==> src/rtl/ckf_pkg.sv <==
// ----------------------------------------------------------------------------
// ckf_pkg
// Shared types, constants, saturating helpers and the update microprogram
// for the clock offset Kalman filter.
// ----------------------------------------------------------------------------
package ckf_pkg;

  typedef struct packed {
    logic signed [63:0] measured_offset;
    logic        [63:0] arrival_time;
    logic signed [63:0] applied_offset;
    logic signed [63:0] applied_rate;
  } ckf_in_t;

  typedef struct packed {
    logic signed [63:0] filtered_offset;
    logic signed [63:0] filtered_rate;
    logic        [1:0]  status;
  } ckf_out_t;

  localparam logic [1:0] ST_PRIMED  = 2'd0;
  localparam logic [1:0] ST_UPDATED = 2'd1;
  localparam logic [1:0] ST_NEG     = 2'd2;
  localparam logic [1:0] ST_ZERO    = 2'd3;

  localparam logic [2:0] CFG_Q_OFFSET     = 3'd0;
  localparam logic [2:0] CFG_Q_RATE       = 3'd1;
  localparam logic [2:0] CFG_R_OFFSET     = 3'd2;
  localparam logic [2:0] CFG_R_RATE       = 3'd3;
  localparam logic [2:0] CFG_INITIAL_RATE = 3'd4;

  localparam logic [63:0] S64_MAX  = 64'h7FFF_FFFF_FFFF_FFFF;
  localparam logic [63:0] S64_MIN  = 64'h8000_0000_0000_0000;
  localparam logic [63:0] ONE_Q48  = 64'd281474976710656;
  localparam logic [63:0] NS_PER_S = 64'd1000000000;
  localparam logic [63:0] DT_DIV   = 64'd65536000000000;

  localparam logic [48:0] Q_OFFSET_RST = 49'd281474977;
  localparam logic [48:0] Q_RATE_RST   = 49'd28147;
  localparam logic [48:0] R_OFFSET_RST = 49'd112589990684;
  localparam logic [48:0] R_RATE_RST   = 49'd112589990684;

  // micro-op codes
  localparam logic [1:0] OP_ADD = 2'd0;
  localparam logic [1:0] OP_SUB = 2'd1;
  localparam logic [1:0] OP_MD  = 2'd2;

  localparam logic [1:0] D_IV  = 2'd0;
  localparam logic [1:0] D_DT  = 2'd1;
  localparam logic [1:0] D_ONE = 2'd2;
  localparam logic [1:0] D_DET = 2'd3;

  // scratch slots (bit 5 clear)
  localparam logic [5:0] M_TA  = 6'd0;
  localparam logic [5:0] M_T4  = 6'd1;
  localparam logic [5:0] M_T5  = 6'd2;
  localparam logic [5:0] M_ZR  = 6'd3;
  localparam logic [5:0] M_X0  = 6'd4;
  localparam logic [5:0] M_X1  = 6'd5;
  localparam logic [5:0] M_P10 = 6'd6;
  localparam logic [5:0] M_P01 = 6'd7;
  localparam logic [5:0] M_P00 = 6'd8;
  localparam logic [5:0] M_P11 = 6'd9;
  localparam logic [5:0] M_S00 = 6'd10;
  localparam logic [5:0] M_S11 = 6'd11;
  localparam logic [5:0] M_PP  = 6'd12;
  localparam logic [5:0] M_K00 = 6'd13;
  localparam logic [5:0] M_K01 = 6'd14;
  localparam logic [5:0] M_K10 = 6'd15;
  localparam logic [5:0] M_K11 = 6'd16;
  localparam logic [5:0] M_E0  = 6'd17;
  localparam logic [5:0] M_E1  = 6'd18;

  // registers and constants (bit 5 set)
  localparam logic [5:0] X_MO  = 6'd32;
  localparam logic [5:0] X_AO  = 6'd33;
  localparam logic [5:0] X_AR  = 6'd34;
  localparam logic [5:0] X_IV  = 6'd35;
  localparam logic [5:0] X_EO  = 6'd36;
  localparam logic [5:0] X_ER  = 6'd37;
  localparam logic [5:0] X_P0  = 6'd38;
  localparam logic [5:0] X_P1  = 6'd39;
  localparam logic [5:0] X_P2  = 6'd40;
  localparam logic [5:0] X_P3  = 6'd41;
  localparam logic [5:0] X_LM  = 6'd42;
  localparam logic [5:0] X_QO  = 6'd43;
  localparam logic [5:0] X_QR  = 6'd44;
  localparam logic [5:0] X_RO  = 6'd45;
  localparam logic [5:0] X_RR  = 6'd46;
  localparam logic [5:0] X_NS  = 6'd47;
  localparam logic [5:0] X_ONE = 6'd48;
  localparam logic [5:0] X_DET = 6'd49;

  localparam logic [5:0] UOP_LAST = 6'd60;

  typedef struct packed {
    logic [1:0] op;
    logic [5:0] src_a;
    logic [5:0] src_b;
    logic [1:0] dsel;
    logic [5:0] dst;
  } ckf_uop_t;

  function automatic logic [63:0] sat65(input logic [64:0] s);
    logic [63:0] r;
    if (s[64] != s[63]) begin
      r = s[64] ? S64_MIN : S64_MAX;
    end else begin
      r = s[63:0];
    end
    return r;
  endfunction

  function automatic logic [63:0] s_add(input logic [63:0] a, input logic [63:0] b);
    return sat65({a[63], a} + {b[63], b});
  endfunction

  function automatic logic [63:0] s_sub(input logic [63:0] a, input logic [63:0] b);
    return sat65({a[63], a} - {b[63], b});
  endfunction

  function automatic ckf_uop_t mk(input logic [1:0] op, input logic [5:0] a,
                                  input logic [5:0] b, input logic [1:0] d,
                                  input logic [5:0] dst);
    ckf_uop_t u;
    u.op    = op;
    u.src_a = a;
    u.src_b = b;
    u.dsel  = d;
    u.dst   = dst;
    return u;
  endfunction

  function automatic ckf_uop_t ckf_uop(input logic [5:0] idx);
    ckf_uop_t u;
    unique case (idx)
      6'd0:  u = mk(OP_ADD, X_LM,  X_AO,  D_ONE, M_TA);
      6'd1:  u = mk(OP_SUB, X_MO,  M_TA,  D_ONE, M_TA);
      6'd2:  u = mk(OP_MD,  M_TA,  X_NS,  D_IV,  M_ZR);
      6'd3:  u = mk(OP_MD,  X_IV,  X_ER,  D_DT,  M_TA);
      6'd4:  u = mk(OP_ADD, X_EO,  M_TA,  D_ONE, M_TA);
      6'd5:  u = mk(OP_ADD, M_TA,  X_AO,  D_ONE, M_X0);
      6'd6:  u = mk(OP_ADD, X_ER,  X_AR,  D_ONE, M_X1);
      6'd7:  u = mk(OP_MD,  X_IV,  X_P3,  D_DT,  M_TA);
      6'd8:  u = mk(OP_ADD, X_P2,  M_TA,  D_ONE, M_P10);
      6'd9:  u = mk(OP_ADD, X_P1,  M_TA,  D_ONE, M_P01);
      6'd10: u = mk(OP_MD,  X_IV,  X_P1,  D_DT,  M_TA);
      6'd11: u = mk(OP_ADD, X_P0,  M_TA,  D_ONE, M_TA);
      6'd12: u = mk(OP_MD,  X_IV,  M_P10, D_DT,  M_T4);
      6'd13: u = mk(OP_ADD, M_TA,  M_T4,  D_ONE, M_TA);
      6'd14: u = mk(OP_ADD, M_TA,  X_QO,  D_ONE, M_P00);
      6'd15: u = mk(OP_ADD, X_P3,  X_QR,  D_ONE, M_P11);
      6'd16: u = mk(OP_ADD, M_P00, X_RO,  D_ONE, M_S00);
      6'd17: u = mk(OP_ADD, M_P11, X_RR,  D_ONE, M_S11);
      6'd18: u = mk(OP_MD,  M_S00, M_S11, D_ONE, M_T5);
      6'd19: u = mk(OP_MD,  M_P01, M_P10, D_ONE, M_PP);
      6'd20: u = mk(OP_SUB, M_T5,  M_PP,  D_ONE, X_DET);
      6'd21: u = mk(OP_MD,  M_P00, M_S11, D_ONE, M_T5);
      6'd22: u = mk(OP_SUB, M_T5,  M_PP,  D_ONE, M_T5);
      6'd23: u = mk(OP_MD,  M_T5,  X_ONE, D_DET, M_K00);
      6'd24: u = mk(OP_MD,  M_P01, M_S00, D_ONE, M_T5);
      6'd25: u = mk(OP_MD,  M_P00, M_P01, D_ONE, M_T4);
      6'd26: u = mk(OP_SUB, M_T5,  M_T4,  D_ONE, M_T5);
      6'd27: u = mk(OP_MD,  M_T5,  X_ONE, D_DET, M_K01);
      6'd28: u = mk(OP_MD,  M_P10, M_S11, D_ONE, M_T5);
      6'd29: u = mk(OP_MD,  M_P11, M_P10, D_ONE, M_T4);
      6'd30: u = mk(OP_SUB, M_T5,  M_T4,  D_ONE, M_T5);
      6'd31: u = mk(OP_MD,  M_T5,  X_ONE, D_DET, M_K10);
      6'd32: u = mk(OP_MD,  M_P11, M_S00, D_ONE, M_T5);
      6'd33: u = mk(OP_SUB, M_T5,  M_PP,  D_ONE, M_T5);
      6'd34: u = mk(OP_MD,  M_T5,  X_ONE, D_DET, M_K11);
      6'd35: u = mk(OP_SUB, X_MO,  M_X0,  D_ONE, M_E0);
      6'd36: u = mk(OP_SUB, M_ZR,  M_X1,  D_ONE, M_E1);
      6'd37: u = mk(OP_MD,  M_K00, M_E0,  D_ONE, M_T5);
      6'd38: u = mk(OP_ADD, M_X0,  M_T5,  D_ONE, M_T5);
      6'd39: u = mk(OP_MD,  M_K01, M_E1,  D_ONE, M_T4);
      6'd40: u = mk(OP_ADD, M_T5,  M_T4,  D_ONE, X_EO);
      6'd41: u = mk(OP_MD,  M_K10, M_E0,  D_ONE, M_T5);
      6'd42: u = mk(OP_ADD, M_X1,  M_T5,  D_ONE, M_T5);
      6'd43: u = mk(OP_MD,  M_K11, M_E1,  D_ONE, M_T4);
      6'd44: u = mk(OP_ADD, M_T5,  M_T4,  D_ONE, X_ER);
      6'd45: u = mk(OP_MD,  M_K00, M_P00, D_ONE, M_T5);
      6'd46: u = mk(OP_MD,  M_K01, M_P10, D_ONE, M_T4);
      6'd47: u = mk(OP_ADD, M_T5,  M_T4,  D_ONE, M_T5);
      6'd48: u = mk(OP_SUB, M_P00, M_T5,  D_ONE, X_P0);
      6'd49: u = mk(OP_MD,  M_K00, M_P01, D_ONE, M_T5);
      6'd50: u = mk(OP_MD,  M_K01, M_P11, D_ONE, M_T4);
      6'd51: u = mk(OP_ADD, M_T5,  M_T4,  D_ONE, M_T5);
      6'd52: u = mk(OP_SUB, M_P01, M_T5,  D_ONE, X_P1);
      6'd53: u = mk(OP_MD,  M_K10, M_P00, D_ONE, M_T5);
      6'd54: u = mk(OP_MD,  M_K11, M_P10, D_ONE, M_T4);
      6'd55: u = mk(OP_ADD, M_T5,  M_T4,  D_ONE, M_T5);
      6'd56: u = mk(OP_SUB, M_P10, M_T5,  D_ONE, X_P2);
      6'd57: u = mk(OP_MD,  M_K10, M_P01, D_ONE, M_T5);
      6'd58: u = mk(OP_MD,  M_K11, M_P11, D_ONE, M_T4);
      6'd59: u = mk(OP_ADD, M_T5,  M_T4,  D_ONE, M_T5);
      6'd60: u = mk(OP_SUB, M_P11, M_T5,  D_ONE, X_P3);
      default: u = mk(OP_ADD, M_TA, M_TA, D_ONE, M_TA);
    endcase
    return u;
  endfunction

endpackage

==> src/rtl/ckf_muldiv.sv <==
// ----------------------------------------------------------------------------
// ckf_muldiv
// Serial round(a*b/d): shift-add multiply, rounding, restoring divide,
// round half away from zero, saturated to signed 64 bits.
// ----------------------------------------------------------------------------
module ckf_muldiv
  import ckf_pkg::*;
(
  input  logic        clk,
  input  logic        rst_n,
  input  logic        start,
  input  logic [63:0] a,
  input  logic [63:0] b,
  input  logic [63:0] d,
  output logic        done,
  output logic [63:0] res
);

  localparam logic [2:0] P_IDLE = 3'd0;
  localparam logic [2:0] P_MUL  = 3'd1;
  localparam logic [2:0] P_RND  = 3'd2;
  localparam logic [2:0] P_CHK  = 3'd3;
  localparam logic [2:0] P_DIV  = 3'd4;
  localparam logic [2:0] P_FIN  = 3'd5;

  logic [2:0]   ph_r, ph_nxt;
  logic [5:0]   cnt_r, cnt_nxt;
  logic [127:0] prod_r, prod_nxt;
  logic [63:0]  ua_r, ua_nxt;
  logic [63:0]  d_r, d_nxt;
  logic         neg_r, neg_nxt;
  logic         sat_r, sat_nxt;
  logic         zero_r, zero_nxt;

  logic [64:0]  msum;
  logic [64:0]  r2;
  logic         ge;
  logic [63:0]  q;

  always_comb begin
    msum = {1'b0, prod_r[127:64]} + {1'b0, ua_r};
    r2   = {prod_r[127:64], prod_r[63]};
    ge   = (r2 >= {1'b0, d_r});
    q    = prod_r[63:0];

    ph_nxt   = ph_r;
    cnt_nxt  = cnt_r;
    prod_nxt = prod_r;
    ua_nxt   = ua_r;
    d_nxt    = d_r;
    neg_nxt  = neg_r;
    sat_nxt  = sat_r;
    zero_nxt = zero_r;

    unique case (ph_r)
      P_IDLE: begin
        if (start) begin
          neg_nxt  = a[63] ^ b[63];
          ua_nxt   = a[63] ? 64'd0 - a : a;
          prod_nxt = {64'd0, (b[63] ? 64'd0 - b : b)};
          d_nxt    = d;
          cnt_nxt  = '0;
          sat_nxt  = 1'b0;
          zero_nxt = (d == 64'd0);
          ph_nxt   = (d == 64'd0) ? P_FIN : P_MUL;
        end
      end
      P_MUL: begin
        if (prod_r[0]) begin
          prod_nxt = {msum, prod_r[63:1]};
        end else begin
          prod_nxt = {1'b0, prod_r[127:1]};
        end
        cnt_nxt = cnt_r + 6'd1;
        if (cnt_r == 6'd63) begin
          ph_nxt = P_RND;
        end
      end
      P_RND: begin
        prod_nxt = prod_r + {65'd0, d_r[63:1]};
        ph_nxt   = P_CHK;
      end
      P_CHK: begin
        cnt_nxt = '0;
        if (prod_r[127:64] >= d_r) begin
          sat_nxt = 1'b1;
          ph_nxt  = P_FIN;
        end else begin
          ph_nxt = P_DIV;
        end
      end
      P_DIV: begin
        if (ge) begin
          prod_nxt = {r2[63:0] - d_r, prod_r[62:0], 1'b1};
        end else begin
          prod_nxt = {r2[63:0], prod_r[62:0], 1'b0};
        end
        cnt_nxt = cnt_r + 6'd1;
        if (cnt_r == 6'd63) begin
          ph_nxt = P_FIN;
        end
      end
      P_FIN: begin
        ph_nxt = P_IDLE;
      end
      default: begin
        ph_nxt = P_IDLE;
      end
    endcase
  end

  always_comb begin
    if (zero_r) begin
      res = 64'd0;
    end else if (sat_r) begin
      res = neg_r ? S64_MIN : S64_MAX;
    end else if (neg_r) begin
      res = (q > S64_MIN) ? S64_MIN : 64'd0 - q;
    end else begin
      res = q[63] ? S64_MAX : q;
    end
  end

  assign done = (ph_r == P_FIN);

  always_ff @(posedge clk) begin
    if (!rst_n) begin
      ph_r <= P_IDLE;
    end else begin
      ph_r <= ph_nxt;
    end
    cnt_r  <= cnt_nxt;
    prod_r <= prod_nxt;
    ua_r   <= ua_nxt;
    d_r    <= d_nxt;
    neg_r  <= neg_nxt;
    sat_r  <= sat_nxt;
    zero_r <= zero_nxt;
  end

endmodule

==> config.mk <==
export PLATFORM = sky130hd
export DESIGN_NAME = ckf_muldiv
export DESIGN_NICKNAME = d
export VERILOG_FILES = /design/src/rtl/ckf_pkg.sv /design/src/rtl/ckf_muldiv.sv
export SDC_FILE = /design/constraint.sdc
export NUM_CORES = 1
export LEC_CHECK = 0
export BUFFER_PORTS_ARGS = -buffer_cell sky130_fd_sc_hd__buf_4
export CAP_MARGIN = 20
export CORE_ASPECT_RATIO = 1.75
export CORE_MARGIN = 2
export CORE_UTILIZATION = 36
export CTS_CLUSTER_SIZE = 24
export DETAILED_ROUTE_END_ITERATION = 8
export GPL_TIMING_DRIVEN = 0
export PLACE_DENSITY = 0.65
export SYNTH_ARGS = -nofsm -noshare
export SYNTH_HDL_FRONTEND = slang
export SYNTH_SLANG_ARGS = --single-unit
==> constraint.sdc <==
create_clock -name clk -period 15.87 [get_ports clk]
set_input_delay 0.7935 -clock clk [delete_from_list [all_inputs] [get_ports clk]]
set_output_delay 0.7935 -clock clk [all_outputs]
set_load 0.01 [all_outputs]
# Word-level counts from Yosys, hierarchy flattened
# Index checks and enable logic that the tools add are counted.
[totals]
register_bits = 268
inputBits = 195
out_inout_bits = 65
word_cells = 64
[classes]
add_sub_neg = 7
n_lt_le_gt_ge = 3
eq_ne = 10
mux = 23
bitwise = 1
reduce_logical = 11
[op_table]
columns = ["cell", "count"]
rows = [
  ["case mux 128 bit (4 select lines)", 1],
  ["two-way mux 128 bit", 3],
  ["two-way mux 64 bit", 6],
  ["subtractor 1 x 64 -> 64 bit, first input constant", 3],
  ["adder 128 x 63 -> 128 bit", 1],
  ["two-way mux 63 bit", 2],
  ["adder 64 x 64 -> 65 bit", 1],
  ["greater-or-equal comparator 65 x 64 -> 1 bit", 1],
  ["greater-or-equal comparator 64 bit", 1],
  ["greater-than comparator 64 bit, second input constant", 1],
  ["logical NOT 64 bit", 1],
  ["subtractor 64 bit", 1],
  ["case mux 6 bit (3 select lines)", 1],
  ["case mux 3 bit (5 select lines)", 1],
  ["two-way mux 3 bit", 4],
  ["!= test 2 bit, second input constant", 4],
  ["adder 6 x 1 -> 6 bit, second input constant", 1],
  ["== test 3 x 2 -> 1 bit, second input constant", 2],
  ["== test 3 bit, second input constant", 2],
  ["== test 6 bit, second input constant", 1],
  ["two-way mux 6 bit", 1],
  ["AND reduction 2 bit", 3],
  ["AND reduction 3 bit", 2],
  ["nonzero test 4 bit", 1],
  ["other kinds (8)", 10],
]

# Logic depth before layout (Yosys ltp)
[depth]
depth_word = 5
ltp_mapped = 16
depth_no_buf = 15

# Worst setup path after synthesis
# No wires, ideal clock.
[synth_path]
path_kind = "register -> register"
start = "reg ph_r[2]"
end = "reg d_r[0], enable pin"
t_arrival_ns = 14.136
required_time_ns = 14.883
setup_slack_ns = 0.747
path_stages_with_launch = 4
period_less_slack_ns = 15.123
path_cell_list = "dfxtp_1 > clkbuf_1 > clkbuf_1 > nor4b_1"
[synth_via]
elab_chain_len = 2
[synth_lines]
columns = ["element", "line_no", "text"]
rows = [
  ["start, declared", "ckf_muldiv.sv:26", "logic [2:0] ph_r, ph_nxt;"],
  ["start signal, assigned", "ckf_muldiv.sv:130", "ph_r <= ph_nxt;"],
  ["logical NOT 3 bit", "ckf_muldiv.sv:55", "unique case (ph_r)"],
  ["AND reduction 2 bit (no line)", "-", ""],
  ["end signal, assigned", "ckf_muldiv.sv:135", "d_r <= d_nxt;"],
  ["end, declared", "ckf_muldiv.sv:30", "logic [63:0] d_r, d_nxt;"],
]
# No other way between the ends.
# A chain may end at the register's enable or synchronous reset.

# Worst setup path in the final report
[layout_path]
start = "reg prod_r[0]"
end = "out res[51]"
[layout_via]
elab_chain_len = 5
elab_cells_between_ends = 6
[layout_lines]
columns = ["element", "line_no", "text"]
rows = [
  ["start, declared", "ckf_muldiv.sv:28", "logic [127:0] prod_r, prod_nxt;"],
  ["start signal, assigned", "ckf_muldiv.sv:133", "prod_r <= prod_nxt;"],
  ["subtractor 1 x 64 -> 64 bit or greater-than comparator 64 bit (tied branches)", "ckf_muldiv.sv:118", "res = (q > S64_MIN) ? S64_MIN : 64'd0 - q;"],
  ["two-way mux 64 bit (*)", "ckf_muldiv.sv:118", ""],
  ["two-way mux 64 bit (*)", "ckf_muldiv.sv:117", "end else if (neg_r) begin"],
  ["two-way mux 64 bit (*)", "ckf_muldiv.sv:115", "end else if (sat_r) begin"],
  ["two-way mux 64 bit (*)", "ckf_muldiv.sv:113", "if (zero_r) begin"],
  ["end, declared", "ckf_muldiv.sv:16", "output logic [63:0] res"],
]
# Mark *: on every way between the ends. The rest lies on a longest branch, timed or not.

==> results.sh <==
export IMPL_status="completed"
export IMPL_setup_viol=0
export IMPL_cap_violations=0
export IMPL_period_minus_slack_ns=8.89
export IMPL_avgSynthCellArea_um2=7.93
export IMPL_drc=0
export IMPL_dieArea_um2=89900
export IMPL_final_cell_mix="369 x a21oi_1, 360 x o21ai_0, 355 x nand2_1"
export IMPL_start_util_pct=36.3
export IMPL_synth_xor_area_share_pct=9.96
export IMPL_ys_seq_elements=268
export IMPL_synthMuxAreaShare_pct=1.51
export IMPL_final_hold_viol_count=0
export IMPL_drv_slew=0
export IMPL_cts_max_level=1
export IMPL_firstDrtPassIters=8
export IMPL_path_common_cell="nand3_1"
export IMPL_antenna_found_initial=4
export IMPL_cp_required_ns=15.08
export IMPL_hold_class="in2reg"
export IMPL_crit_family="simple AND/OR/NAND/NOR gates"
export IMPL_power_uw=3330
export IMPL_slew_headroom_pct=12.0
export IMPL_rsz0062_at_grt="false"
export IMPL_routed_via_density=6.24
export IMPL_cts_buffers=27
export IMPL_synth_adder_area_share_pct=10.5
export IMPL_p_leak_uw=0.0142
export IMPL_first_iter_violations=3280
export IMPL_grt_pass1_vias=34800
export IMPL_fp_coreArea_um2=86800
export IMPL_cts_tree="built"
export IMPL_ys_flop_type="edfxtp_1"
export IMPL_yosysUniqueCellTypes=79
export IMPL_hpwl_um=130000
export IMPL_fin_area_um2=36400
export IMPL_synth_top_family_by_area="compound AO/OA/AOI/OAI gates"
export IMPL_async_reset_ff_share_pct=0
export IMPL_crit_arrival_ns=8.10
export IMPL_cp_cell_sequence="inv_1 -> clkbuf_1 -> ha_1 -> nor3b_1 -> nand3_1 -> nor4_2 -> nand3_1 -> nor2_1 -> nand3_1 -> nand2_1 -> clkbuf_1 -> nand4b_1 -> a31oi_1 -> buf_4"
export IMPL_ant_nets=0
export IMPL_clk_pin_slew_ns=0.08
export IMPL_cts_root_buf="clkbuf_16"
export IMPL_synth_fp_nets=4425
export IMPL_synth_simple_area_share_pct=20.4
export IMPL_synth_seq_area_share_pct=25.5
export IMPL_place_ws_ns=8.19
export IMPL_finalCritPeriodShare_pct=56.0
export IMPL_path_max_fanout=10
export IMPL_skew_ns=0.0325
export IMPL_clockBufferDepth=3
export IMPL_grt_overflow=0
export IMPL_syn_cell_area_um2=31500
export IMPL_cp_slowest_cell="nor4_2"
export IMPL_critPathKind="reg2out"
export IMPL_avgRoutedWirePerCell_um=28.7
export IMPL_placement_io_buffers=258
export IMPL_postCtsSetupBuffers=0
export IMPL_holdBufCountCts=0
export IMPL_die_h_um=395
export IMPL_grt_pass1_wl_um=226000
export IMPL_post_cts_resized=0
export IMPL_worstSetupEndpointType="output port"
export IMPL_gp_congestion=1.04
export IMPL_max_freq_mhz=112
export IMPL_crit_buf_inv=4
export IMPL_worstMarginPinSlew_ns=1.31
export IMPL_yosys_warnings=0
export IMPL_fin_util_pct=41.9
export IMPL_placed_cell_area_um2=35400
export IMPL_die_w_um=228
export IMPL_fp_row_count=143
export IMPL_grt_max_degree=33
export IMPL_io_pins=260
export IMPL_cts_sinks=268
export IMPL_dr_total_vias=34300
export IMPL_nets=4762
export IMPL_cp_start_kind="flip-flop"
export IMPL_worst_slack_ns=6.98
export IMPL_drive_gt1_share_pct=9.50
export IMPL_synth_compound_area_share_pct=28.0
export IMPL_synth_edf_count=265
export IMPL_syn_inst=3968
export IMPL_powerDensity_nw_per_um2=91.5
export IMPL_peakVddDrop_v=0.0000752
export IMPL_grt_usage_pct=34.6
export IMPL_critPathMaxStageDelay_ns=1.04
export IMPL_final_common_cell="a21oi_1"
export IMPL_fillers=8925
export IMPL_clock_latency_ns=0.63
export IMPL_wl_um=158000
export IMPL_syn_to_final_growth_pct=15.5
## logic make-up (layout without fill, tap and decap cells)
kind of cell / Yosys count / in the layout
buffers and inverters: 351 / 709
other: 0 / 9
adders and majority gates: 262 / 262
and+or+nand+nor: 1305 / 1305
xor gates and xnor gates: 358 / 358
muxes: 47 / 47
DFF: 268 / 268
AOI/OAI and AO/OA: 1377 / 1377
## synthesized netlist by cell type, types with 15 or more instances
cell      instances  area share [%]
and3_1           42            0.83
o21a_1           28            0.67
ha_1            259              10
nor2_1          299             3.6
a21o_1          142             3.4
mux2i_1          44             1.4
xor2_1          131             3.6
or2_2            20            0.40
o31ai_1          67             1.6
and2_1           19            0.38
a21oi_1         369             5.9
a211oi_1         28            0.67
a221oi_1         22            0.61
nand2_1         355             4.2
a22oi_1          24            0.57
o41ai_1          15            0.42
o221ai_1         15            0.42
nand3_1          77             1.2
or4_1            20            0.48
o21bai_1         39            0.93
clkbuf_1        209             2.5
edfxtp_1        265              25
nor2b_1          36            0.72
o21ai_0         361             5.7
nand2b_1         43            0.85
or3_1            52             1.0
nand4_1         100             2.0
o211ai_1         32            0.76
o22ai_1          23            0.46
inv_1           130             1.6
nor4_1           55             1.1
xnor2_1         227             6.3
nor3_1          138             2.2
a31oi_1          43            0.85
a222oi_1         46             1.5
## worst register-to-register path, stage by stage (launching register included)
cell and delay (ns):
edfxtp_1 0.56, ha_1 0.35, clkbuf_1 0.27, nand4_1 0.39, nor4_1 0.75, nand4_1 0.16
a21oi_1 0.64, o311ai_1 0.29, a2111oi_0 0.58, o21ai_0 0.20, buf_4 0.22, clkbuf_1 0.41
nor3_1 0.45, buf_2 0.33, a21boi_0 0.14, o21ai_0 0.24, o211ai_1 0.13
## per-stage QoR
stage / TNS (ns) / cells / hold slack (ns)
after detailed placement: 0 / 5430 / 0.603
after global routing: 0 / 5486 / 0.345
after global placement: -887.70 / 5386 / 0.596
after CTS: 0 / 5480 / 0.325
final: 0 / 5495 / 0.350
after floorplan: 0 / 3968 / 0.571
## state kept, by name, summed over array words and instances (netlist names)
register and flops:
ua_r 64, ph_r 3, neg_r 1, sat_r 1, d_r 64, zero_r 1, cnt_r 6, prod_r 128
## power by group
part           leakage (µW)  total [µW]  internal (µW)  switching (µW)
Clock              0.000429         677            350             327
Sequential          0.00267        1030            877             154
Combinational        0.0111        1620            603            1020
## per-layer routing
| metal | up-vias | routed length, µm | track usage [%] |
|---|---|---|---|
| li1 | 15800 | - | - |
| met3 | 670 | 10600 | 6.51 |
| met1 | 16000 | 51200 | 33.4 |
| met5 | - | 25 | 0 |
| met4 | 4 | 19600 | 37.3 |
| met2 | 1831 | 76300 | 58.8 |
## cell type report
cell class              count  area (µm²)  area share [%]
inverters                 132         495            1.36
plain buffers             219         823            2.26
clock inverters            22         201           0.554
multi-input cells        3349       22200            60.9
repair buffers            308        2510            6.90
clock buffers              28         679            1.87
well taps                1160        1450            3.99
diodes                      9        22.5          0.0619
flip-flops and latches    268        8020            22.0
## path summary, 6_finish.rpt
path	start	endpoint	cells past startpoint	slack (ns)
worst min register to register	cnt_r[4]	cnt_r[4]	2	0.62
worst min-delay path	d[20]	d_r[20]	1	0.35
worst max-delay path	prod_r[0]	res[51]	14	6.98
worst max register to register	prod_r[30]	prod_r[111]	16	9.42
No activity file was read; power rests on OpenSTA's default activity.
